<file path="src/rtl/core/spc_pkg.sv">
// Package for the SMBus PEC read checker: item types, status and op codes,
// register indexes and reset values, and the CRC-8 byte update.
// No dependencies.
package spc_pkg;

  localparam logic [7:0] MAX_BLOCK_LEN = 8'd60;
  localparam logic [7:0] CRC_POLY      = 8'h07;

  localparam logic [1:0] OP_NEW      = 2'd0;
  localparam logic [1:0] OP_RX       = 2'd1;
  localparam logic [1:0] OP_BUS_FAIL = 2'd2;

  localparam logic [2:0] ST_BUSY        = 3'd0;
  localparam logic [2:0] ST_OK          = 3'd1;
  localparam logic [2:0] ST_PEC_RETRY   = 3'd2;
  localparam logic [2:0] ST_COUNT_RETRY = 3'd3;
  localparam logic [2:0] ST_BUS_RETRY   = 3'd4;
  localparam logic [2:0] ST_GAVE_UP     = 3'd5;
  localparam logic [2:0] ST_TOO_LONG    = 3'd6;
  localparam logic [2:0] ST_IGNORED     = 3'd7;

  localparam logic CFG_SLAVE_ADDRESS = 1'b0;
  localparam logic CFG_RETRY_LIMIT   = 1'b1;

  localparam logic [6:0] SLAVE_ADDRESS_RST = 7'd11;
  localparam logic [2:0] RETRY_LIMIT_RST   = 3'd3;

  typedef struct packed {
    logic [1:0] op;
    logic [7:0] command_code;
    logic       is_block;
    logic [7:0] request_length;
    logic [7:0] rx_byte;
  } in_item_t;

  typedef struct packed {
    logic [2:0]  status;
    logic [7:0]  data_byte;
    logic [5:0]  data_index;
    logic        is_payload;
    logic [15:0] word_value;
    logic [2:0]  attempt;
    logic [7:0]  pec_error_count;
    logic [31:0] failure_count;
    logic        done_res;
  } out_item_t;

  typedef struct packed {
    logic [6:0] slave_address;
    logic [2:0] retry_limit;
  } cfg_t;

  function automatic logic [7:0] crc8_feed(input logic [7:0] crc, input logic [7:0] b);
    logic [7:0] c;
    c = crc ^ b;
    for (int k = 0; k < 8; k++) begin
      if (c[7]) begin
        c = {c[6:0], 1'b0} ^ CRC_POLY;
      end else begin
        c = {c[6:0], 1'b0};
      end
    end
    return c;
  endfunction

endpackage

</file>
<file path="src/rtl/core/spc_seed.sv">
// CRC-8 seed of one attempt: write address, command and read address bytes.
// Depends on spc_pkg.
module spc_seed (
  input  logic [6:0] slave_address,
  input  logic [7:0] command,
  output logic [7:0] seed
);
  import spc_pkg::*;

  logic [7:0] addr_wr;
  logic [7:0] crc_a;
  logic [7:0] crc_b;

  assign addr_wr = {slave_address, 1'b0};
  assign crc_a   = crc8_feed(8'd0, addr_wr);
  assign crc_b   = crc8_feed(crc_a, command);
  assign seed    = crc8_feed(crc_b, {slave_address, 1'b1});

endmodule

</file>
<file path="src/rtl/core/spc_step.sv">
// Transfer state of the SMBus PEC read checker and the per-item update logic.
// Depends on spc_pkg and spc_seed.
module spc_step (
  input  logic              clk,
  input  logic              rst_n,
  input  logic              step_en,
  input  spc_pkg::in_item_t item,
  input  spc_pkg::cfg_t     cfg,
  output spc_pkg::out_item_t res
);
  import spc_pkg::*;

  logic [7:0]  crc_r, crc_nxt;
  logic        active_r, active_nxt;
  logic        block_mode_r, block_mode_nxt;
  logic [7:0]  saved_command_r, saved_command_nxt;
  logic [7:0]  length_limit_r, length_limit_nxt;
  logic [7:0]  byte_position_r, byte_position_nxt;
  logic [7:0]  received_count_r, received_count_nxt;
  logic [7:0]  low_byte_r, low_byte_nxt;
  logic [2:0]  attempt_r, attempt_nxt;
  logic [7:0]  pec_errors_r, pec_errors_nxt;
  logic [31:0] given_up_r, given_up_nxt;

  logic [7:0] seed_cmd;
  logic [7:0] seed;
  logic [7:0] crc_rx;
  logic       fail;
  logic [2:0] retry_code;

  assign seed_cmd = (item.op == OP_NEW) ? item.command_code : saved_command_r;
  assign crc_rx   = crc8_feed(crc_r, item.rx_byte);

  spc_seed u_seed (
    .slave_address(cfg.slave_address),
    .command      (seed_cmd),
    .seed         (seed)
  );

  always_comb begin
    crc_nxt            = crc_r;
    active_nxt         = active_r;
    block_mode_nxt     = block_mode_r;
    saved_command_nxt  = saved_command_r;
    length_limit_nxt   = length_limit_r;
    byte_position_nxt  = byte_position_r;
    received_count_nxt = received_count_r;
    low_byte_nxt       = low_byte_r;
    attempt_nxt        = attempt_r;
    pec_errors_nxt     = pec_errors_r;
    given_up_nxt       = given_up_r;
    fail               = 1'b0;
    retry_code         = ST_BUS_RETRY;
    res                = '0;
    res.status         = ST_IGNORED;

    case (item.op)
      OP_NEW: begin
        if (item.is_block && (item.request_length > MAX_BLOCK_LEN)) begin
          active_nxt   = 1'b0;
          attempt_nxt  = 3'd0;
          res.status   = ST_TOO_LONG;
          res.done_res = 1'b1;
        end else begin
          active_nxt         = 1'b1;
          block_mode_nxt     = item.is_block;
          saved_command_nxt  = item.command_code;
          length_limit_nxt   = item.request_length;
          attempt_nxt        = 3'd1;
          crc_nxt            = seed;
          byte_position_nxt  = 8'd0;
          received_count_nxt = 8'd0;
          low_byte_nxt       = 8'd0;
          res.status         = ST_BUSY;
        end
      end
      OP_BUS_FAIL: begin
        if (active_r) begin
          fail       = 1'b1;
          retry_code = ST_BUS_RETRY;
        end
      end
      OP_RX: begin
        if (active_r && !block_mode_r) begin
          if (byte_position_r == 8'd0 || byte_position_r == 8'd1) begin
            if (byte_position_r == 8'd0) begin
              low_byte_nxt = item.rx_byte;
            end else begin
              received_count_nxt = item.rx_byte;
            end
            crc_nxt           = crc_rx;
            res.is_payload    = 1'b1;
            res.data_byte     = item.rx_byte;
            res.data_index    = byte_position_r[5:0];
            byte_position_nxt = byte_position_r + 8'd1;
            res.status        = ST_BUSY;
          end else if (item.rx_byte == crc_r) begin
            res.word_value = {received_count_r, low_byte_r};
            active_nxt     = 1'b0;
            res.status     = ST_OK;
            res.done_res   = 1'b1;
          end else begin
            pec_errors_nxt = pec_errors_r + 8'd1;
            fail           = 1'b1;
            retry_code     = ST_PEC_RETRY;
          end
        end else if (active_r) begin
          if (!low_byte_r[0]) begin
            crc_nxt = crc_rx;
            if (item.rx_byte > length_limit_r) begin
              fail       = 1'b1;
              retry_code = ST_COUNT_RETRY;
            end else begin
              received_count_nxt = item.rx_byte;
              low_byte_nxt       = 8'd1;
              byte_position_nxt  = 8'd0;
              res.status         = ST_BUSY;
            end
          end else if (byte_position_r < received_count_r) begin
            crc_nxt           = crc_rx;
            res.is_payload    = 1'b1;
            res.data_byte     = item.rx_byte;
            res.data_index    = byte_position_r[5:0];
            byte_position_nxt = byte_position_r + 8'd1;
            res.status        = ST_BUSY;
          end else if (item.rx_byte == crc_r) begin
            active_nxt   = 1'b0;
            res.status   = ST_OK;
            res.done_res = 1'b1;
          end else begin
            pec_errors_nxt = pec_errors_r + 8'd1;
            fail           = 1'b1;
            retry_code     = ST_PEC_RETRY;
          end
        end
      end
      default: begin
        res.status = ST_IGNORED;
      end
    endcase

    if (fail) begin
      if (attempt_r >= cfg.retry_limit) begin
        given_up_nxt = given_up_r + 32'd1;
        active_nxt   = 1'b0;
        res.done_res = 1'b1;
        res.status   = ST_GAVE_UP;
      end else begin
        attempt_nxt        = attempt_r + 3'd1;
        crc_nxt            = seed;
        byte_position_nxt  = 8'd0;
        received_count_nxt = 8'd0;
        low_byte_nxt       = 8'd0;
        res.status         = retry_code;
      end
    end

    res.attempt         = attempt_nxt;
    res.pec_error_count = pec_errors_nxt;
    res.failure_count   = given_up_nxt;
  end

  always_ff @(posedge clk) begin
    if (!rst_n) begin
      crc_r            <= '0;
      active_r         <= 1'b0;
      block_mode_r     <= 1'b0;
      saved_command_r  <= '0;
      length_limit_r   <= '0;
      byte_position_r  <= '0;
      received_count_r <= '0;
      low_byte_r       <= '0;
      attempt_r        <= '0;
      pec_errors_r     <= '0;
      given_up_r       <= '0;
    end else if (step_en) begin
      crc_r            <= crc_nxt;
      active_r         <= active_nxt;
      block_mode_r     <= block_mode_nxt;
      saved_command_r  <= saved_command_nxt;
      length_limit_r   <= length_limit_nxt;
      byte_position_r  <= byte_position_nxt;
      received_count_r <= received_count_nxt;
      low_byte_r       <= low_byte_nxt;
      attempt_r        <= attempt_nxt;
      pec_errors_r     <= pec_errors_nxt;
      given_up_r       <= given_up_nxt;
    end
  end

  a_done_clears_active: assert property (@(posedge clk) disable iff (!rst_n)
    step_en && res.done_res |=> !active_r)
    else $error("finished request left active");

  a_block_position: assert property (@(posedge clk) disable iff (!rst_n)
    active_r && block_mode_r |-> byte_position_r <= received_count_r)
    else $error("block position beyond byte count");

  a_word_position: assert property (@(posedge clk) disable iff (!rst_n)
    active_r && !block_mode_r |-> byte_position_r <= 8'd2)
    else $error("word position beyond PEC byte");

  a_pec_count: assert property (@(posedge clk) disable iff (!rst_n)
    step_en && (res.status == ST_PEC_RETRY) |=> pec_errors_r == 8'($past(pec_errors_r) + 8'd1))
    else $error("PEC retry not counted");

endmodule

</file>
<file path="config.mk">
export PLATFORM = sky130hd
export DESIGN_NAME = spc_step
export DESIGN_NICKNAME = d
export VERILOG_FILES = /design/src/rtl/core/spc_pkg.sv /design/src/rtl/core/spc_seed.sv /design/src/rtl/core/spc_step.sv
export SDC_FILE = /design/constraint.sdc
export NUM_CORES = 1
export LEC_CHECK = 0
export BUFFER_PORTS_ARGS = -buffer_cell sky130_fd_sc_hd__buf_2
export CAP_MARGIN = 20
export CORE_AREA = 2 2 158 160
export CTS_BUF_LIST = sky130_fd_sc_hd__clkbuf_4
export CTS_CLUSTER_DIAMETER = 50
export DETAILED_ROUTE_END_ITERATION = 6
export DIE_AREA = 0 0 160 162
export SYNTH_ARGS = -nofsm -noshare
export SYNTH_HDL_FRONTEND = slang
export SYNTH_SLANG_ARGS = --single-unit
</file>
<file path="constraint.sdc">
create_clock -name clk -period 2.8 [get_ports clk]
set_input_delay 0.28 -clock clk [delete_from_list [all_inputs] [get_ports clk]]
set_output_delay 0.28 -clock clk [all_outputs]
set_load 0.05 [all_outputs]
</file>
# Word level (Yosys, flattened, before mapping)
# Index checks and enable logic that the tools add are counted.
[op_classes]
n_addsub = 4
mul = 0
n_div = 0
order_cmp = 4
n_eq_ne = 4
n_shift = 0
n_mux = 140
n_bitwise = 36
reduce_logical = 7
[op_table]
columns = ["cell", "count"]
rows = [
  ["two-way mux 8 bit", 43],
  ["two-way mux 3 bit", 51],
  ["inverter 3 bit", 32],
  ["two-way mux 32 bit", 2],
  ["case mux 8 bit (2 select lines)", 4],
  ["two-way mux 16 bit", 3],
  ["two-way mux 15 bit", 3],
  ["two-way mux 18 bit", 2],
  ["adder 32 x 1 -> 32 bit (second input constant)", 1],
  ["two-way mux 31 bit", 1],
  ["two-way mux 1 bit", 27],
  ["bitwise XOR 8 bit", 3],
  ["adder 8 x 1 -> 8 bit (second input constant)", 2],
  ["equality test 8 x 1 -> 1 bit (second input constant)", 1],
  ["equality test 8 bit", 1],
  ["> comparator 8 x 6 -> 1 bit (second input constant)", 1],
  ["> comparator 8 bit", 1],
  ["zero test 8 bit", 1],
  ["< comparator 8 bit", 1],
  ["case mux 1 bit (2 select lines)", 3],
  ["case mux 3 bit (2 select lines)", 1],
  ["adder 3 x 1 -> 3 bit (second input constant)", 1],
  ["greater-or-equal comparator 3 bit", 1],
  ["AND reduction 3 bit", 1],
  ["7 further kinds", 8],
]
[totals]
regBits = 93
latchBits = 0
ramBits = 0
romBits = 0
in_bits = 40
output_inout_bits = 78
word_cells = 206
mem_count = 0

# Depth between registers and ports, before layout
[depth]
word_depth = 54
mapped_depth = 12
ltp_nobuf = 11

# Cells and area by module
# A second synthesis with hierarchy kept.
[hier_totals]
cells_unflattened = 887
area_unflattened_um2 = 6998.0
[modules_own_cells]
columns = ["module", "instances", "cells_per_inst", "area_each_um2", "seq_area_each_um2"]
rows = [
  ["spc_step", 1, 853, 6573.8, 1861.8],
  ["spc_seed", 1, 34, 424.2, 0.0],
]

# Worst setup path after synthesis
# No wires, ideal clock.
[synth_timing]
path_type = "register to output"
from = "register byte_position_r[1]"
to = "output res[16] in the netlist's numbering"
arrival_ps = 3272
t_required_ps = 2520
path_slack_ps = -752
path_stages_with_launch = 9
path_buffers = 1
cell_sequence = "dfxtp_1 ha_1 a2111oi_0 o21ai_1 a41o_1 o21ai_2 buf_2 nor3_1 xnor2_1"
[synth_rtl]
columns = ["element", "line", "rtl"]
rows = [
  ["from (decl)", "spc_step.sv:18", "logic [7:0] byte_position_r, byte_position_nxt;"],
  ["from (signal assigned)", "spc_step.sv:182", "byte_position_r <= byte_position_nxt;"],
  ["to (decl)", "spc_step.sv:9", "output spc_pkg::out_item_t res"],
]

==> summary.txt <==
Place
  • Dpl cell area: 10,300 um^2
  • Number of I/O port buffers: 117
  • HPWL after DPL: 19,300 um
  • Final RePlAce weighted congestion: 0.905

Synth
  • Post-Syn Nets: 980
  • EDFF count, synth: 0
  • Post-synthesis sequential area ratio: 0.259
  • Ys flop type: dfxtp_1
  • Post-Syn Instances: 908
  • Syn_area_per_cell: 7.91 um^2
  • Yosys reg bits: 93
  • Warnings, synthesis: 0
  • Asr flop ratio synth: 0
  • Syn Std Cell Area: 7180 um^2
  • Count of cell types in the netlist: 75

Setup path
  • Crit path required time: 2520 ps
  • Worst Path Buf+Inv: 4
  • Kind of cell adding the most delay to the critical path: simple AND/OR/NAND/NOR gates
  • Worst reg2reg path depth: 13
  • CP Cell Sequence: or4_4 -> or3_4 -> clkinv_4 -> o41ai_4 -> a41oi_4 -> buf_6 -> buf_6 -> a21oi_4 -> mux2i_1 -> a22o_4 -> buf_8
  • Critical path's largest stage delay: 530 ps
  • CP most frequent cell: buf_6
  • Slack of the worst reg-to-reg path: -280 ps
  • Crit path max-delay cell type: or4_4
  • Critical Path Stages: 11
  • Setup crit start: byte_position_r[3]$_SDFFE_PN0P_
  • Crit path DAT: 3180 ps
  • Crit-path max FO: 4
  • Critical path destination: res[43]
  • Startpoint Class: flip-flop
  • R2r startpoint: byte_position_r[3]$_SDFFE_PN0P_
  • R2R Path End: crc_r[5]$_SDFFE_PN0P_
  • Critical Path End Type: output pin
  • Worst Setup Path Type: flip-flop to output pin

Cells and area
  • Share of layout cells above drive strength 1: 0.507
  • Fin nets: 1,286
  • Design area: 12,500 um^2
  • Area growth from synthesis to layout: 73.5%

Clocking
  • CTS tree: built
  • Clk_lat worst skew: 490 ps
  • Hold_buf cts: 0
  • CTS clk-pin slew, worst paths: 170 ps
  • Clock net sink count: 93
  • Htree depth: 3
  • CTS buffer count: 9
  • CTS max path bufs: 2
  • CTS root buf: clkbuf_4

STA
  • Final worst slack: -658 ps
  • Max-slew headroom: 0.475
  • Final Hold Fails: 0
  • Fin crit share: 1.24
  • Slew Limit Fails: 0
  • Setup Skew: 31.5 ps
  • Worst-margin pin slew: 787 ps
  • Hold_ws: 33.5 ps
  • Fmax: 0.289 GHz
  • RSZ-0062 raised after global routing: true
  • Final setup viols: 128
  • Crit path time final: 3460 ps

Route
  • DRC viols: 0
  • DR pass1 iterations: 4
  • DRT iter0 DRCs: 492
  • Final wirelength: 27,100 um
  • Per-cell routed wire length: 17.6 um
  • Total number of vias: 8,052
  • Post-route ant nets: 0
  • Via-to-Cell Ratio: 5.22

Floorplan
  • Row count: 57
  • Die Area: 25,900 um^2
  • Die W: 160 um
  • Initial Util: 0.298
  • Top-level I/O count: 118
  • Placeable Area: 24,100 um^2
  • Die Height: 162 um

Pwr
  • P_int: 2060 uW
  • Peak supply drop: 0.000159 V
  • Switch Pwr: 1090 uW
  • Logic gate share of total power: 0.307
  • Pwr/cell area: 253 nW/um^2
  • Sw frac: 0.347
  • Clk pwr share: 0.260
  • Sequential power share: 0.433
  • Pleak: 0.00502 uW

Global route
  • Initial antenna violation count: 1
  • First-pass GRT wire length: 41,500 um
  • Grt peak-use layer: met2
  • Overall Global Routing Usage: 0.199
  • Global route overflow: 0
  • Largest net degree at the start of global routing: 43
  • GRT met3 Usage: 0.0278
  • Number of global-route vias before repair: 7,794
  • Met1 usage: 0.271
  • Met2 usage: 0.332

Run status
  • Status: finished with violations
  • Failing checks: setup timing

Min path
  • Min-Delay Path Class: primary input to flip-flop

Flow run
  • Max Cap Violations: 0
-- layer usage --
layer  wire, um  part of all wire
met2      13200              0.49
met4        446             0.016
met3       1120             0.041
met1      12300              0.46
met5          0                 0
-- tightest hold or removal path: stages --
cell     delay (ps)
buf_2            90
mux2i_1          60
nor2_1           70
-- power by group through the flow --
stage | logic (uW) | registers [uW] | clock network (uW)
6_report | 969 | 1360 | 819
5_1_grt | 1050 | 1370 | 901
4_1_cts | 889 | 1360 | 843
3_5_place_dp | 843 | 1390 | 0
3_3_place_gp | 838 | 1390 | 0
2_1_floorplan | 537 | 1390 | 0
-- layout by cell type, fill, tap and decap left out, drive strengths merged, types with 11 or more instances in the layout --
master / instances
a32o: 14
dfxtp: 93
nand3: 31
nand2: 67
mux2i: 21
nor2: 91
nor3: 23
nand4: 18
xor2: 53
xnor2: 64
a21oi: 58
o21ai: 31
inv: 40
and2: 23
or4: 14
buf: 342
ha: 32
or3: 11
clkbuf: 12
-- area by class of cell --
| cell class | count | area, um^2 |
|---|---|---|
| Fill cell | 2262 | 11600 |
| Multi-Input combinational cell | 723 | 6740 |
| Timing Repair Buffer | 345 | 3120 |
| Sequential cell | 93 | 1890 |
| Tap cell | 324 | 405 |
| Inverter | 42 | 164 |
| Clock inverter | 7 | 72.6 |
| Clock buffer | 9 | 67.6 |
| Antenna cell | 1 | 2.50 |
-- sequential cells by signal (all words and copies together) (netlist names) --
name              count
saved_command_r       8
low_byte_r            8
given_up_r           32
byte_position_r       8
received_count_r      8
pec_errors_r          8
active_r              1
length_limit_r        8
block_mode_r          1
attempt_r             3
crc_r                 8
-- repair_timing --
| action | CTS | global route |
|---|---|---|
| resized for setup | 221 | 202 |
| cloned | 1 | 4 |
| buffers inserted | 14 | 31 |
| pin swaps | 24 | 90 |
| setup endpoints to repair | 111 | 136 |
-- Yosys cell counts (all sizes together), types with 18 or more instances --
master	number	area, um^2
ha	32	400
nand3	31	155
nor3	23	115
mux2i	21	210
a21oi	58	302
clkbuf	44	165
inv	38	143
nor2	91	342
and2	23	144
nand4	18	113
o21ai	31	163
nand2	67	251
xor2	53	464
xnor2	64	561
dfxtp	93	1860
-- worst min-delay path by stage --
stage	start	to	slack, ps	cells after the start
5_1_grt	item[15]	length_limit_r[7]$_SDFFE_PN0P_	20	3
4_1_cts	item[11]	length_limit_r[3]$_SDFFE_PN0P_	4	3
2_1_floorplan	item[1]	low_byte_r[1]$_SDFFE_PN0P_	400	1
3_5_place_dp	low_byte_r[4]$_SDFFE_PN0P_	low_byte_r[4]$_SDFFE_PN0P_	450	2
6_report	item[20]	saved_command_r[3]$_SDFFE_PN0P_	30	3
3_3_place_gp	low_byte_r[7]$_SDFFE_PN0P_	low_byte_r[7]$_SDFFE_PN0P_	440	2
-- cell families (layout without fill, tap and decap cells) --
family	count (synthesis)	after routing	synth area share
multiplexers	23	23	0.0324
AND/OR/NAND/NOR	327	327	0.231
buffers and inverters	92	403	0.0500
adder cells (fa/ha/maj)	32	32	0.0557
other	0	1	0
flip-flops	93	93	0.259
AO/OA/AOI/OAI	223	223	0.226
XOR/XNOR	118	118	0.146
-- stage by stage --
| stage | setup WS, ps | utilization | std cells | setup TNS, ps | power [uW] |
|---|---|---|---|---|---|
| floorplan | -222 | - | 908 | -4850 | 1930 |
| global placement | -582 | 0.426 | 1484 | -13630 | 2230 |
| detailed placement | -571 | 0.426 | 1484 | -14960 | 2240 |
| CTS | -707 | 0.469 | 1514 | -35590 | 3100 |
| global route | -755 | 0.517 | 1544 | -51930 | 3310 |
| finish | -658 | 0.517 | 1544 | -40050 | 3150 |
Power figures use the tool's default switching activity.
